===== config.mk =====
export PLATFORM = sky130hd
export DESIGN_NAME = modbus_rtu_read_master
export DESIGN_NICKNAME = d
export VERILOG_FILES = /design/src/mbrm_pkg.sv /design/src/mbrm_ram.sv /design/src/modbus_rtu_read_master.sv
export SDC_FILE = /design/constraint.sdc
export NUM_CORES = 1
export LEC_CHECK = 0
export BUFFER_PORTS_ARGS = -buffer_cell sky130_fd_sc_hd__buf_2
export CAP_MARGIN = 10
export CORE_MARGIN = 8
export CORE_UTILIZATION = 67
export CTS_BUF_LIST = sky130_fd_sc_hd__clkbuf_8
export DETAILED_ROUTE_END_ITERATION = 6
export GPL_TIMING_DRIVEN = 0
export PLACE_DENSITY = 0.89
export SLEW_MARGIN = 20
export SYNTH_ARGS = -nofsm -noshare
export SYNTH_HDL_FRONTEND = slang
export SYNTH_SLANG_ARGS = --single-unit

===== constraint.sdc =====
create_clock -name clk -period 7.7 [get_ports clk]
set_input_delay 0.385 -clock clk [delete_from_list [all_inputs] [get_ports clk]]
set_output_delay 0.385 -clock clk [all_outputs]
set_load 0.005 [all_outputs]

===== src/mbrm_pkg.sv =====
package mbrm_pkg;

  localparam int MAX_REGS_DEF = 30;

  localparam logic [15:0] CRC_POLY  = 16'hA001;
  localparam logic [15:0] CRC_INIT  = 16'hFFFF;
  localparam logic [7:0]  FUNC_READ = 8'h03;
  localparam logic [7:0]  SLAVE_ADDR_RST = 8'h01;

  // Input item codes.
  localparam logic [1:0] OP_START   = 2'd0;
  localparam logic [1:0] OP_BYTE    = 2'd1;
  localparam logic [1:0] OP_TIMEOUT = 2'd2;

  // Result kinds.
  localparam logic [1:0] KIND_TX     = 2'd0;
  localparam logic [1:0] KIND_WORD   = 2'd1;
  localparam logic [1:0] KIND_STATUS = 2'd2;

  // Status codes.
  localparam logic [1:0] STAT_OK      = 2'd0;
  localparam logic [1:0] STAT_BADCNT  = 2'd1;
  localparam logic [1:0] STAT_TIMEOUT = 2'd2;
  localparam logic [1:0] STAT_CRCERR  = 2'd3;

  typedef enum logic [2:0] {
    ST_READY,
    ST_TX,
    ST_STATUS,
    ST_WRD_RD,
    ST_WRD_OUT
  } state_t;

  // CRC-16/MODBUS update over one byte, LSB first.
  function automatic logic [15:0] crc16_byte(input logic [15:0] crc, input logic [7:0] b);
    logic [15:0] c;
    c = crc ^ {8'h00, b};
    for (int k = 0; k < 8; k++) begin
      c = c[0] ? ((c >> 1) ^ CRC_POLY) : (c >> 1);
    end
    return c;
  endfunction

endpackage


===== src/mbrm_ram.sv =====
module mbrm_ram #(
  parameter int WIDTH = 16,
  parameter int DEPTH = 30,
  localparam int AW = (DEPTH > 1) ? $clog2(DEPTH) : 1
) (
  input  logic             clk,
  input  logic             we,
  input  logic [AW-1:0]    waddr,
  input  logic [WIDTH-1:0] wdata,
  input  logic             re,
  input  logic [AW-1:0]    raddr,
  output logic [WIDTH-1:0] rdata
);

  logic [WIDTH-1:0] mem [DEPTH];

  always_ff @(posedge clk) begin
    if (we) begin
      mem[waddr] <= wdata;
    end
    if (re) begin
      rdata <= mem[raddr];
    end
  end

endmodule


===== src/modbus_rtu_read_master.sv =====
// Channel  Direction  Handshake                Payload
// in_      slave      in_tvalid / in_tready    tuser op, tdata start/count/rx byte
// out_     master     out_tvalid / out_tready  tuser kind, tdata, tlast last
// cfg_     slave      cfg_valid / cfg_ready    cfg_data slave address
//
// Received bytes are taken in the ready state. A start is accepted, then its eight
// request bytes go out, one per cycle while the output drains; a status goes out from
// its own state. After a good CRC the final reply byte starts readback of the stored
// words from the word RAM, a read and an output state per word (its read is registered).
// Reset is synchronous; no clearing pass is needed. A stalled output holds the emitting
// sequence in place; received bytes are still taken whenever no result run is emitted.
module modbus_rtu_read_master #(
  parameter int MAX_REGS = mbrm_pkg::MAX_REGS_DEF
) (
  input  logic        clk,
  input  logic        rst_n,
  input  logic        in_tvalid,
  output logic        in_tready,
  input  logic [1:0]  in_tuser,   // op
  input  logic [31:0] in_tdata,   // start_register[15:0], register_count[23:16], rx_byte[31:24]
  output logic        out_tvalid,
  input  logic        out_tready,
  output logic [1:0]  out_tuser,  // kind
  output logic [31:0] out_tdata,  // tx_byte[7:0], reg_value[23:8], reg_index[28:24], status[30:29]
  output logic        out_tlast,
  input  logic        cfg_valid,
  output logic        cfg_ready,
  input  logic [7:0]  cfg_data
);

  localparam int AW     = (MAX_REGS > 1) ? $clog2(MAX_REGS) : 1;
  localparam int WCNT_W = $clog2(MAX_REGS + 1);
  localparam int BCNT_W = $clog2(2 * MAX_REGS + 6);

  mbrm_pkg::state_t state_r, state_nxt;

  logic              rx_active_r, rx_active_nxt;
  logic [WCNT_W-1:0] words_r, words_nxt;
  logic [BCNT_W-1:0] bcnt_r, bcnt_nxt;
  logic [15:0]       crc_r, crc_nxt;
  logic [7:0]        hold_r, hold_nxt;
  logic [7:0]        slave_addr_r;
  logic [2:0]        tx_idx_r, tx_idx_nxt;
  logic [15:0]       start_r, start_nxt;
  logic [7:0]        count_r, count_nxt;
  logic [1:0]        status_r, status_nxt;
  logic [WCNT_W-1:0] rd_idx_r, rd_idx_nxt;

  logic        out_valid_r, out_valid_nxt;
  logic [1:0]  out_kind_r, out_kind_nxt;
  logic [7:0]  out_txb_r, out_txb_nxt;
  logic [15:0] out_val_r, out_val_nxt;
  logic [4:0]  out_idx_r, out_idx_nxt;
  logic [1:0]  out_st_r, out_st_nxt;
  logic        out_last_r, out_last_nxt;
  logic        out_load;
  logic        out_free;

  logic              in_fire;
  logic [1:0]        op;
  logic [15:0]       in_start;
  logic [7:0]        in_count;
  logic [7:0]        in_rxb;

  logic [BCNT_W-1:0] exp_m1, exp_m2, off, off_half;
  logic [WCNT_W-1:0] rd_next;
  logic [7:0]        tx_byte;

  logic              ram_we, ram_re;
  logic [AW-1:0]     ram_waddr;
  logic [15:0]       ram_wdata, ram_rdata;

  assign op       = in_tuser;
  assign in_start = in_tdata[15:0];
  assign in_count = in_tdata[23:16];
  assign in_rxb   = in_tdata[31:24];

  assign in_tready = (state_r == mbrm_pkg::ST_READY);
  assign in_fire   = in_tvalid && in_tready;
  assign cfg_ready = 1'b1;
  assign out_free  = !out_valid_r || out_tready;

  // Reply frame is 5 + 2n bytes; the CRC covers all but the last two.
  assign exp_m1   = BCNT_W'({words_r, 1'b0}) + BCNT_W'(4);
  assign exp_m2   = BCNT_W'({words_r, 1'b0}) + BCNT_W'(3);
  assign off      = bcnt_r - BCNT_W'(3);
  assign off_half = off >> 1;
  assign rd_next  = rd_idx_r + 1'b1;

  always_comb begin
    unique case (tx_idx_r)
      3'd0: tx_byte = slave_addr_r;
      3'd1: tx_byte = mbrm_pkg::FUNC_READ;
      3'd2: tx_byte = start_r[15:8];
      3'd3: tx_byte = start_r[7:0];
      3'd4: tx_byte = 8'h00;
      3'd5: tx_byte = count_r;
      3'd6: tx_byte = crc_r[7:0];
      3'd7: tx_byte = crc_r[15:8];
    endcase
  end

  always_comb begin
    state_nxt     = state_r;
    rx_active_nxt = rx_active_r;
    words_nxt     = words_r;
    bcnt_nxt      = bcnt_r;
    crc_nxt       = crc_r;
    hold_nxt      = hold_r;
    tx_idx_nxt    = tx_idx_r;
    start_nxt     = start_r;
    count_nxt     = count_r;
    status_nxt    = status_r;
    rd_idx_nxt    = rd_idx_r;
    ram_we        = 1'b0;
    ram_re        = 1'b0;
    ram_waddr     = off_half[AW-1:0];
    ram_wdata     = {hold_r, in_rxb};
    out_load      = 1'b0;
    out_kind_nxt  = out_kind_r;
    out_txb_nxt   = out_txb_r;
    out_val_nxt   = out_val_r;
    out_idx_nxt   = out_idx_r;
    out_st_nxt    = out_st_r;
    out_last_nxt  = out_last_r;

    unique case (state_r)
      mbrm_pkg::ST_READY: begin
        if (in_fire) begin
          unique case (op)
            mbrm_pkg::OP_START: begin
              if (in_count == 8'd0 || int'(in_count) > MAX_REGS) begin
                rx_active_nxt = 1'b0;
                status_nxt    = mbrm_pkg::STAT_BADCNT;
                state_nxt     = mbrm_pkg::ST_STATUS;
              end else begin
                rx_active_nxt = 1'b1;
                words_nxt     = WCNT_W'(in_count);
                bcnt_nxt      = '0;
                crc_nxt       = mbrm_pkg::CRC_INIT;
                hold_nxt      = 8'h00;
                start_nxt     = in_start;
                count_nxt     = in_count;
                tx_idx_nxt    = 3'd0;
                state_nxt     = mbrm_pkg::ST_TX;
              end
            end
            mbrm_pkg::OP_BYTE: begin
              if (rx_active_r) begin
                bcnt_nxt = bcnt_r + 1'b1;
                if (bcnt_r < exp_m2) begin
                  crc_nxt = mbrm_pkg::crc16_byte(crc_r, in_rxb);
                end
                if (bcnt_r < exp_m1) begin
                  // Data bytes pair up big-endian; the low CRC byte lands in the latch.
                  if (bcnt_r >= BCNT_W'(3)) begin
                    if (!off[0]) begin
                      hold_nxt = in_rxb;
                    end else begin
                      ram_we = 1'b1;
                    end
                  end
                end else begin
                  rx_active_nxt = 1'b0;
                  rd_idx_nxt    = '0;
                  if ({in_rxb, hold_r} != crc_r) begin
                    status_nxt = mbrm_pkg::STAT_CRCERR;
                    state_nxt  = mbrm_pkg::ST_STATUS;
                  end else begin
                    state_nxt = mbrm_pkg::ST_WRD_RD;
                  end
                end
              end
            end
            mbrm_pkg::OP_TIMEOUT: begin
              if (rx_active_r) begin
                rx_active_nxt = 1'b0;
                status_nxt    = mbrm_pkg::STAT_TIMEOUT;
                state_nxt     = mbrm_pkg::ST_STATUS;
              end
            end
            default: begin
            end
          endcase
        end
      end
      mbrm_pkg::ST_TX: begin
        if (out_free) begin
          out_load     = 1'b1;
          out_kind_nxt = mbrm_pkg::KIND_TX;
          out_txb_nxt  = tx_byte;
          out_val_nxt  = 16'h0000;
          out_idx_nxt  = 5'd0;
          out_st_nxt   = mbrm_pkg::STAT_OK;
          out_last_nxt = (tx_idx_r == 3'd7);
          tx_idx_nxt   = tx_idx_r + 1'b1;
          if (tx_idx_r < 3'd6) begin
            crc_nxt = mbrm_pkg::crc16_byte(crc_r, tx_byte);
          end
          if (tx_idx_r == 3'd7) begin
            // The same register then runs the reply CRC.
            crc_nxt   = mbrm_pkg::CRC_INIT;
            state_nxt = mbrm_pkg::ST_READY;
          end
        end
      end
      mbrm_pkg::ST_STATUS: begin
        if (out_free) begin
          out_load     = 1'b1;
          out_kind_nxt = mbrm_pkg::KIND_STATUS;
          out_txb_nxt  = 8'h00;
          out_val_nxt  = 16'h0000;
          out_idx_nxt  = 5'd0;
          out_st_nxt   = status_r;
          out_last_nxt = 1'b1;
          state_nxt    = mbrm_pkg::ST_READY;
        end
      end
      mbrm_pkg::ST_WRD_RD: begin
        ram_re    = 1'b1;
        state_nxt = mbrm_pkg::ST_WRD_OUT;
      end
      mbrm_pkg::ST_WRD_OUT: begin
        if (out_free) begin
          out_load     = 1'b1;
          out_kind_nxt = mbrm_pkg::KIND_WORD;
          out_txb_nxt  = 8'h00;
          out_val_nxt  = ram_rdata;
          out_idx_nxt  = 5'(rd_idx_r);
          out_st_nxt   = mbrm_pkg::STAT_OK;
          out_last_nxt = (rd_next == words_r);
          rd_idx_nxt   = rd_next;
          state_nxt    = (rd_next == words_r) ? mbrm_pkg::ST_READY : mbrm_pkg::ST_WRD_RD;
        end
      end
      default: begin
        state_nxt = mbrm_pkg::ST_READY;
      end
    endcase

    if (out_load) begin
      out_valid_nxt = 1'b1;
    end else if (out_tready) begin
      out_valid_nxt = 1'b0;
    end else begin
      out_valid_nxt = out_valid_r;
    end
  end

  always_ff @(posedge clk) begin
    if (!rst_n) begin
      state_r      <= mbrm_pkg::ST_READY;
      rx_active_r  <= 1'b0;
      words_r      <= '0;
      bcnt_r       <= '0;
      crc_r        <= mbrm_pkg::CRC_INIT;
      hold_r       <= 8'h00;
      slave_addr_r <= mbrm_pkg::SLAVE_ADDR_RST;
      tx_idx_r     <= 3'd0;
      rd_idx_r     <= '0;
      out_valid_r  <= 1'b0;
    end else begin
      state_r     <= state_nxt;
      rx_active_r <= rx_active_nxt;
      words_r     <= words_nxt;
      bcnt_r      <= bcnt_nxt;
      crc_r       <= crc_nxt;
      hold_r      <= hold_nxt;
      tx_idx_r    <= tx_idx_nxt;
      rd_idx_r    <= rd_idx_nxt;
      out_valid_r <= out_valid_nxt;
      if (cfg_valid && cfg_ready) begin
        slave_addr_r <= cfg_data;
      end
    end
  end

  always_ff @(posedge clk) begin
    start_r    <= start_nxt;
    count_r    <= count_nxt;
    status_r   <= status_nxt;
    out_kind_r <= out_kind_nxt;
    out_txb_r  <= out_txb_nxt;
    out_val_r  <= out_val_nxt;
    out_idx_r  <= out_idx_nxt;
    out_st_r   <= out_st_nxt;
    out_last_r <= out_last_nxt;
  end

  mbrm_ram #(
    .WIDTH(16),
    .DEPTH(MAX_REGS)
  ) u_words (
    .clk  (clk),
    .we   (ram_we),
    .waddr(ram_waddr),
    .wdata(ram_wdata),
    .re   (ram_re),
    .raddr(rd_idx_r[AW-1:0]),
    .rdata(ram_rdata)
  );

  assign out_tvalid = out_valid_r;
  assign out_tuser  = out_kind_r;
  assign out_tdata  = {1'b0, out_st_r, out_idx_r, out_val_r, out_txb_r};
  assign out_tlast  = out_last_r;

  // The word RAM is never written while its contents are being read back.
  a_no_write_on_readout: assert property (@(posedge clk) disable iff (!rst_n)
    (state_r == mbrm_pkg::ST_WRD_RD || state_r == mbrm_pkg::ST_WRD_OUT) |-> !ram_we)
    else $error("word RAM written during readout");

  // Readout never runs past the number of words requested.
  a_rd_in_range: assert property (@(posedge clk) disable iff (!rst_n)
    (state_r == mbrm_pkg::ST_WRD_OUT) |-> (rd_idx_r < words_r))
    else $error("word readout index out of range");

  // While receiving, the byte counter stays inside the reply frame.
  a_bcnt_in_frame: assert property (@(posedge clk) disable iff (!rst_n)
    rx_active_r |-> (bcnt_r <= exp_m1))
    else $error("reply byte counter overran the frame");

  // A word result comes from a RAM read, possibly held over a stalled output.
  a_word_from_readout: assert property (@(posedge clk) disable iff (!rst_n)
    (out_load && out_kind_nxt == mbrm_pkg::KIND_WORD) |->
      ($past(ram_re) || $past(state_r == mbrm_pkg::ST_WRD_OUT)))
    else $error("word emitted without a RAM read");

endmodule


==> results of run 1 <==
## cell type report
class	instances	area (um2)	share of cell area [%]
inverter	18	67.6	0.235
multi-input combinational	679	6990	24.3
clock inverter	69	368	1.28
buffer	83	343	1.19
clock buffer	102	1400	4.88
timing repair buffer	143	1160	4.03
sequential	613	17800	62.0
tap	474	593	2.06
## metrics by stage
stage | setup slack [ns] | util (%) | area [um2] | total power, mW
6_report | 3.47 | 77.1 | 28800 | 6.40
5_1_grt | 3.40 | 77.1 | 28800 | 6.54
4_1_cts | 3.68 | 77.1 | 28800 | 6.37
3_5_place_dp | 3.69 | 71.5 | 26700 | 3.87
3_3_place_gp | 3.16 | 70.1 | 26100 | 3.86
2_1_floorplan | 4.27 | - | 25100 | 3.79
## tightest hold or removal path, stage by stage
cell     delay, ns
buf_2         0.09
mux2i_1       0.08
nor2_1        0.11
## metal layers
layer / wire (um) / GRT usage, %
met2: 32000 / 49.0
met5: 26 / 0
met1: 22100 / 36.6
met3: 8210 / 7.73
met4: 3790 / 16.0
## power by group
part	internal, mW	leakage [nW]	switching [mW]
logic	0.0714	3.01	0.117
clock network	1.29	1.01	1.29
registers	3.62	5.84	0.0119
total	4.98	9.86	1.42
## worst paths after layout
kind                            slack (ns)  cells after the start           endpoint
worst max-delay path                  3.47                      8  u_words.mem[0][7]
worst min-delay path                  0.04                      3    slave_addr_r[7]
worst max register to register        3.47                      8  u_words.mem[0][7]
worst min register to register        0.50                      2    slave_addr_r[0]
## cell families (layout without fill, tap and decap cells)
logic type / count (synthesis) / count (layout) / synth area share, %
AO/OA/AOI/OAI: 134 / 134 / 3.73
adder cells (fa/ha/maj): 27 / 27 / 1.34
other: 2 / 2 / 0.0299
AND/OR/NAND/NOR: 254 / 254 / 4.73
buffers and inverters: 101 / 415 / 1.61
multiplexers: 185 / 185 / 14.8
flip-flops: 613 / 613 / 70.9
XOR/XNOR: 77 / 77 / 2.86
## cells in the final DEF (no fill, tap or decap), types with 13 or more instances in the layout
master,synthesis,routed
edfxtp_1,556,556
mux4_2,144,144
clkbuf_8,0,102
buf_2,3,84
nand2_1,73,73
clkbuf_1,60,58
nor2_1,84,54
dfxtp_1,57,51
inv_1,16,41
xnor2_1,37,37
xor2_1,36,36
dlygate4sd3_1,0,31
nor2_2,0,30
mux2_2,27,27
ha_1,27,27
and3_1,23,23
a21oi_1,24,23
clkinv_1,1,22
buf_8,0,21
nor3_1,18,18
nand3_1,16,16
clkinv_2,0,15
buf_1,16,14
o21ai_0,13,13
a22oi_1,13,13
## registers in the layout, summed over array words and instances (netlist names), 5 cells and up
register / flops
u_words.mem: 480
rd_idx_r: 5
slave_addr_r: 8
words_r: 5
out_idx_r: 5
out_val_r: 16
crc_r: 16
start_r: 16
hold_r: 8
bcnt_r: 7
out_txb_r: 8
count_r: 8
u_words.rdata: 16
## Yosys cell counts, types with 4 or more instances
| library cell | number |
|---|---|
| a21oi_1 | 24 |
| a221o_1 | 6 |
| a222oi_1 | 4 |
| a22o_1 | 8 |
| a22oi_1 | 13 |
| and3_1 | 23 |
| buf_1 | 16 |
| clkbuf_1 | 60 |
| dfxtp_1 | 57 |
| edfxtp_1 | 556 |
| ha_1 | 27 |
| inv_1 | 16 |
| mux2_2 | 27 |
| mux2i_1 | 11 |
| mux4_2 | 144 |
| nand2_1 | 73 |
| nand2b_1 | 5 |
| nand3_1 | 16 |
| nand4_1 | 7 |
| nor2_1 | 84 |
| nor2b_1 | 5 |
| nor3_1 | 18 |
| o211ai_1 | 12 |
| o21a_1 | 12 |
| o21ai_0 | 13 |
| o21ai_1 | 10 |
| o22ai_1 | 7 |
| or2_2 | 4 |
| xnor2_1 | 37 |
| xor2_1 | 36 |
==> flow_metrics.tcl, run 1 <==
set metrics [dict create \
    status "finished with violations" \
    violations "design-rule violations" \
    skew_ns 0.0566 \
    drive_gt1_share_pct 27.4 \
    synth_cells 1393 \
    dr.pass1.iters 7 \
    hold_ws_ns 0.0417 \
    fillers 1804 \
    design.core.area_um2 37300 \
    hold_path.class "in2reg" \
    crit_slowest_cell "nor3_1" \
    min_from "cfg_data[7]" \
    drv_slew 0 \
    crit_path_max_incr_delay_ns 0.89 \
    grt_overflow_total 0 \
    vias 15200 \
    grt_pass1_wl_mm 96.0 \
    clock_path_buffers 3 \
    numClockSinks 613 \
    synthFlopType "edfxtp_1" \
    tightest_slew_ns 1.13 \
    rsz0062_at_grt "no" \
    cap_violations 0 \
    htreeDepth 3 \
    fmax_ghz 0.236 \
    ant_nets 0 \
    hold_violations 0 \
    dp_cells 1979 \
    finalNonFillerCells 2181 \
    vias_per_cell 6.97 \
    areaGrowthSynthToFinish_pct 14.4 \
    yosysUniqueCellTypes 69 \
    cp_num_buf_inv 2 \
    clk-insertion-delay-late_ns 0.70 \
    start_util_pct 67.4 \
    start_kind "register" \
    worstPathMaxFanout 10 \
    post_drt_wl_per_cell_um 30.3 \
    ios 85 \
    synth_nets 1467 \
    antenna_found_initial 3 \
    powerDensity_nw_per_um2 222 \
    cts_made_buffers 93 \
    slew_headroom_pct 24.4 \
    required_ns 8.08 \
    crit_start "state_r[0]" \
    n_antenna_cell 0 \
    dp_hpwl_mm 43.1 \
    dieArea_um2 44000 \
    r2r_start "state_r[0]" \
    drt-total-wl_mm 66.1 \
    grt_pass1_vias 15400 \
    post-route-period-util_pct 54.9 \
    nNetsFinal 1705 \
    synth_area_leader_cell "edfxtp_1" \
    die_h_um 210 \
    setup_viol 0 \
    drc_errors 6 \
    synth.yosys.seq_area_share_pct 70.9 \
    clk_pin_slew_worst_paths_ns 0.07 \
    globalRouteTotalUtil_pct 29.9 \
    num_rows 71 \
    root_buffer "clkbuf_8" \
    port-buffer-count 81 \
    hold_buffers 31 \
    synth_top_area_share_pct 66.4 \
    cts_resized 0 \
    syn_area_um2 25100 \
    ys_ff_latch 613 \
    async_reset_ff_share_pct 0 \
    p_leak_nw 9.86 \
    synth_edf_count 556 \
    globalplace.congestion 0.952 \
    synth_warnings 0 \
    crit_chain "clkbuf_1 > nor3_1 > nand2_1 > nor3_1 > nor4bb_1 > nand2_1 > nor2_2 > buf_6" \
    critPathTopFamily "simple AND/OR/NAND/NOR gates" \
    tns_ns 0 \
    criticalPathCategory "reg2reg" \
    synth_area_leaders "edfxtp_1 66%, mux4_2 13%, dfxtp_1 4.5%" \
    die_w_um 210 \
    max-vdd-ir-drop_mv 0.151 \
    drt-initial-drc-count 2423 \
    cts_tree "done" \
    avgSynthCellArea_um2 18.1 \
    post_cts_buffers 0 \
    finalCriticalPeriod_ns 4.23 \
    end_kind "register" \
    arrival_ns 4.61 \
    grt_max_degree 36 \
]
Power figures use the tool's default switching activity.
==> run 2: changes to the inputs <==
--- a/config.mk
+++ b/config.mk
@@ -8,11 +8,11 @@
 export BUFFER_PORTS_ARGS = -buffer_cell sky130_fd_sc_hd__buf_2
 export CAP_MARGIN = 10
 export CORE_MARGIN = 8
-export CORE_UTILIZATION = 67
+export CORE_UTILIZATION = 64
 export CTS_BUF_LIST = sky130_fd_sc_hd__clkbuf_8
 export DETAILED_ROUTE_END_ITERATION = 6
 export GPL_TIMING_DRIVEN = 0
-export PLACE_DENSITY = 0.89
+export PLACE_DENSITY = 0.86
 export SLEW_MARGIN = 20
 export SYNTH_ARGS = -nofsm -noshare
 export SYNTH_HDL_FRONTEND = slang
==> constraint.sdc (replaced) <==
create_clock -name clk -period 4.3 [get_ports clk]
set_input_delay 0.215 -clock clk [delete_from_list [all_inputs] [get_ports clk]]
set_output_delay 0.215 -clock clk [all_outputs]
set_load 0.005 [all_outputs]
==> flow_metrics.tcl, run 2 (same netlist as run 1, synthesis figures left out) <==
set metrics [dict create \
    post_drt_wl_per_cell_um 28.4 \
    powerDensity_nw_per_um2 395 \
    slew_headroom_pct 24.3 \
    num_rows 72 \
    finalCriticalPeriod_ns 4.05 \
    utilization_pct 74.4 \
    areaGrowthSynthToFinish_pct 14.7 \
    largest_reg_flops 480 \
    port-buffer-count 81 \
    numClockSinks 613 \
    ios 85 \
    worst-r2r-setup-slack_ns 0.25 \
    die_w_um 214 \
    pre_cts_ws_ns 0.363 \
    n_antenna_cell 0 \
    required_ns 4.65 \
    cts_tree "done" \
    root_buffer "clkbuf_8" \
    hold_path_depth 4 \
    worst_slack_ns 0.250 \
    globalRouteTotalUtil_pct 27.3 \
    post_cts_buffers 0 \
    cap_violations 0 \
    regMostFlops "u_words.mem" \
    use_met2_pct 44.0 \
    htreeDepth 3 \
    drt-initial-drc-count 2116 \
    clock_path_buffers 3 \
    grt_pass1_wl_mm 93.2 \
    vias 14800 \
    end_kind "register" \
    drive_gt1_share_pct 27.2 \
    antenna_found_initial 2 \
    hold_ws_ns 0.0620 \
    grt_pass1_vias 15100 \
    violations "design-rule violations" \
    criticalPathCategory "reg2reg" \
    min_to "state_r[2]" \
    grt_overflow_total 0 \
    use_met1_pct 34.0 \
    dp_cells 2022 \
    drv_slew 0 \
    setup_viol 0 \
    total_power_mw 11.4 \
    r2r_start "words_r[2]" \
    max-vdd-ir-drop_mv 0.248 \
    nNetsFinal 1708 \
    layout_commonest_cell "edfxtp_1" \
    min_from "out_tready" \
    r2r_cells 12 \
    dpl_cell_area_um2 26700 \
    vias_per_cell 6.65 \
    skew_ns 0.0342 \
    start_util_pct 64.9 \
    crit_start "words_r[2]" \
    drt-total-wl_mm 63.3 \
    die_h_um 214 \
    hold_path.class "in2reg" \
    arrival_ns 4.40 \
    grt.busiest_layer "met2" \
    drc_errors 10 \
    worstPathMaxFanout 9 \
    finalNonFillerCells 2228 \
    p_leak_nw 9.86 \
    tns_ns 0 \
    clk-insertion-delay-late_ns 0.66 \
    status "finished with violations" \
    globalplace.congestion 0.960 \
    final_area_um2 28800 \
    fmax_ghz 0.247 \
    tightest_slew_ns 1.13 \
    dr.pass1.iters 7 \
    mostFrequentLayoutCells "556 x edfxtp_1, 144 x mux4_2, 102 x clkbuf_8, 84 x buf_2, 73 x nand2_1" \
    grt_max_degree 36 \
    dp_hpwl_mm 41.9 \
    ant_nets 0 \
    reg2reg_to "u_words.mem[19][11]" \
    met3_usage_pct 8.52 \
    clk_pin_slew_worst_paths_ns 0.06 \
    start_kind "register" \
    rsz0062_at_grt "no" \
    dieArea_um2 45900 \
    hold_violations 0 \
    cts_made_buffers 94 \
    post-route-period-util_pct 94.2 \
    design.core.area_um2 38700 \
]
run 2: worst max path at each step:
stage                     endpoint  slack (ns)  cells after the start
6_report       u_words.mem[19][11]        0.25                     12
5_1_grt         u_words.mem[16][1]        0.06                     12
4_1_cts         u_words.mem[16][0]        0.33                      8
3_5_place_dp    u_words.mem[16][1]        0.36                      8
3_3_place_gp     u_words.mem[1][2]       -0.12                     11
2_1_floorplan             crc_r[0]        0.87                     13
run 2: cell type report:
type,instances,area (um2)
clock buffer,102,1400
fill,2124,9900
timing repair buffer,145,1150
buffer,83,342
inverter,18,67.6
sequential,613,17800
tap,518,648
multi-input combinational,679,7000
clock inverter,70,373
run 2: power by group:
| part | internal [mW] | switching (mW) | leakage (nW) |
|---|---|---|---|
| Clock | 2.32 | 2.23 | 1.01 |
| Sequential | 6.48 | 0.0224 | 5.84 |
| Combinational | 0.126 | 0.206 | 3.01 |
| Total | 8.92 | 2.46 | 9.86 |
run 2: what timing repair did:
item	CTS	global route
gates resized for setup	0	1
hold buffers	34	0
endpoints found under the hold margin	42	0
setup endpoints to repair	0	108
run 2: critical path: stages (launching register included):
cell and delay, ns:
dfxtp_1 0.51, ha_1 0.31, inv_1 0.06, ha_1 0.21, o21a_1 0.11, o21a_1 0.17
o21a_1 0.17, o21a_1 0.22, nor2_1 0.18, nor4bb_1 0.62, nand2_1 0.33, nor2_2 0.63
buf_8 0.24
run 2: routing by layer:
layer,vias up,part of all wire (%)
li1,6051,-
met1,7390,34
met2,1140,48
met3,227,13
met4,4,4.5
met5,-,0.040
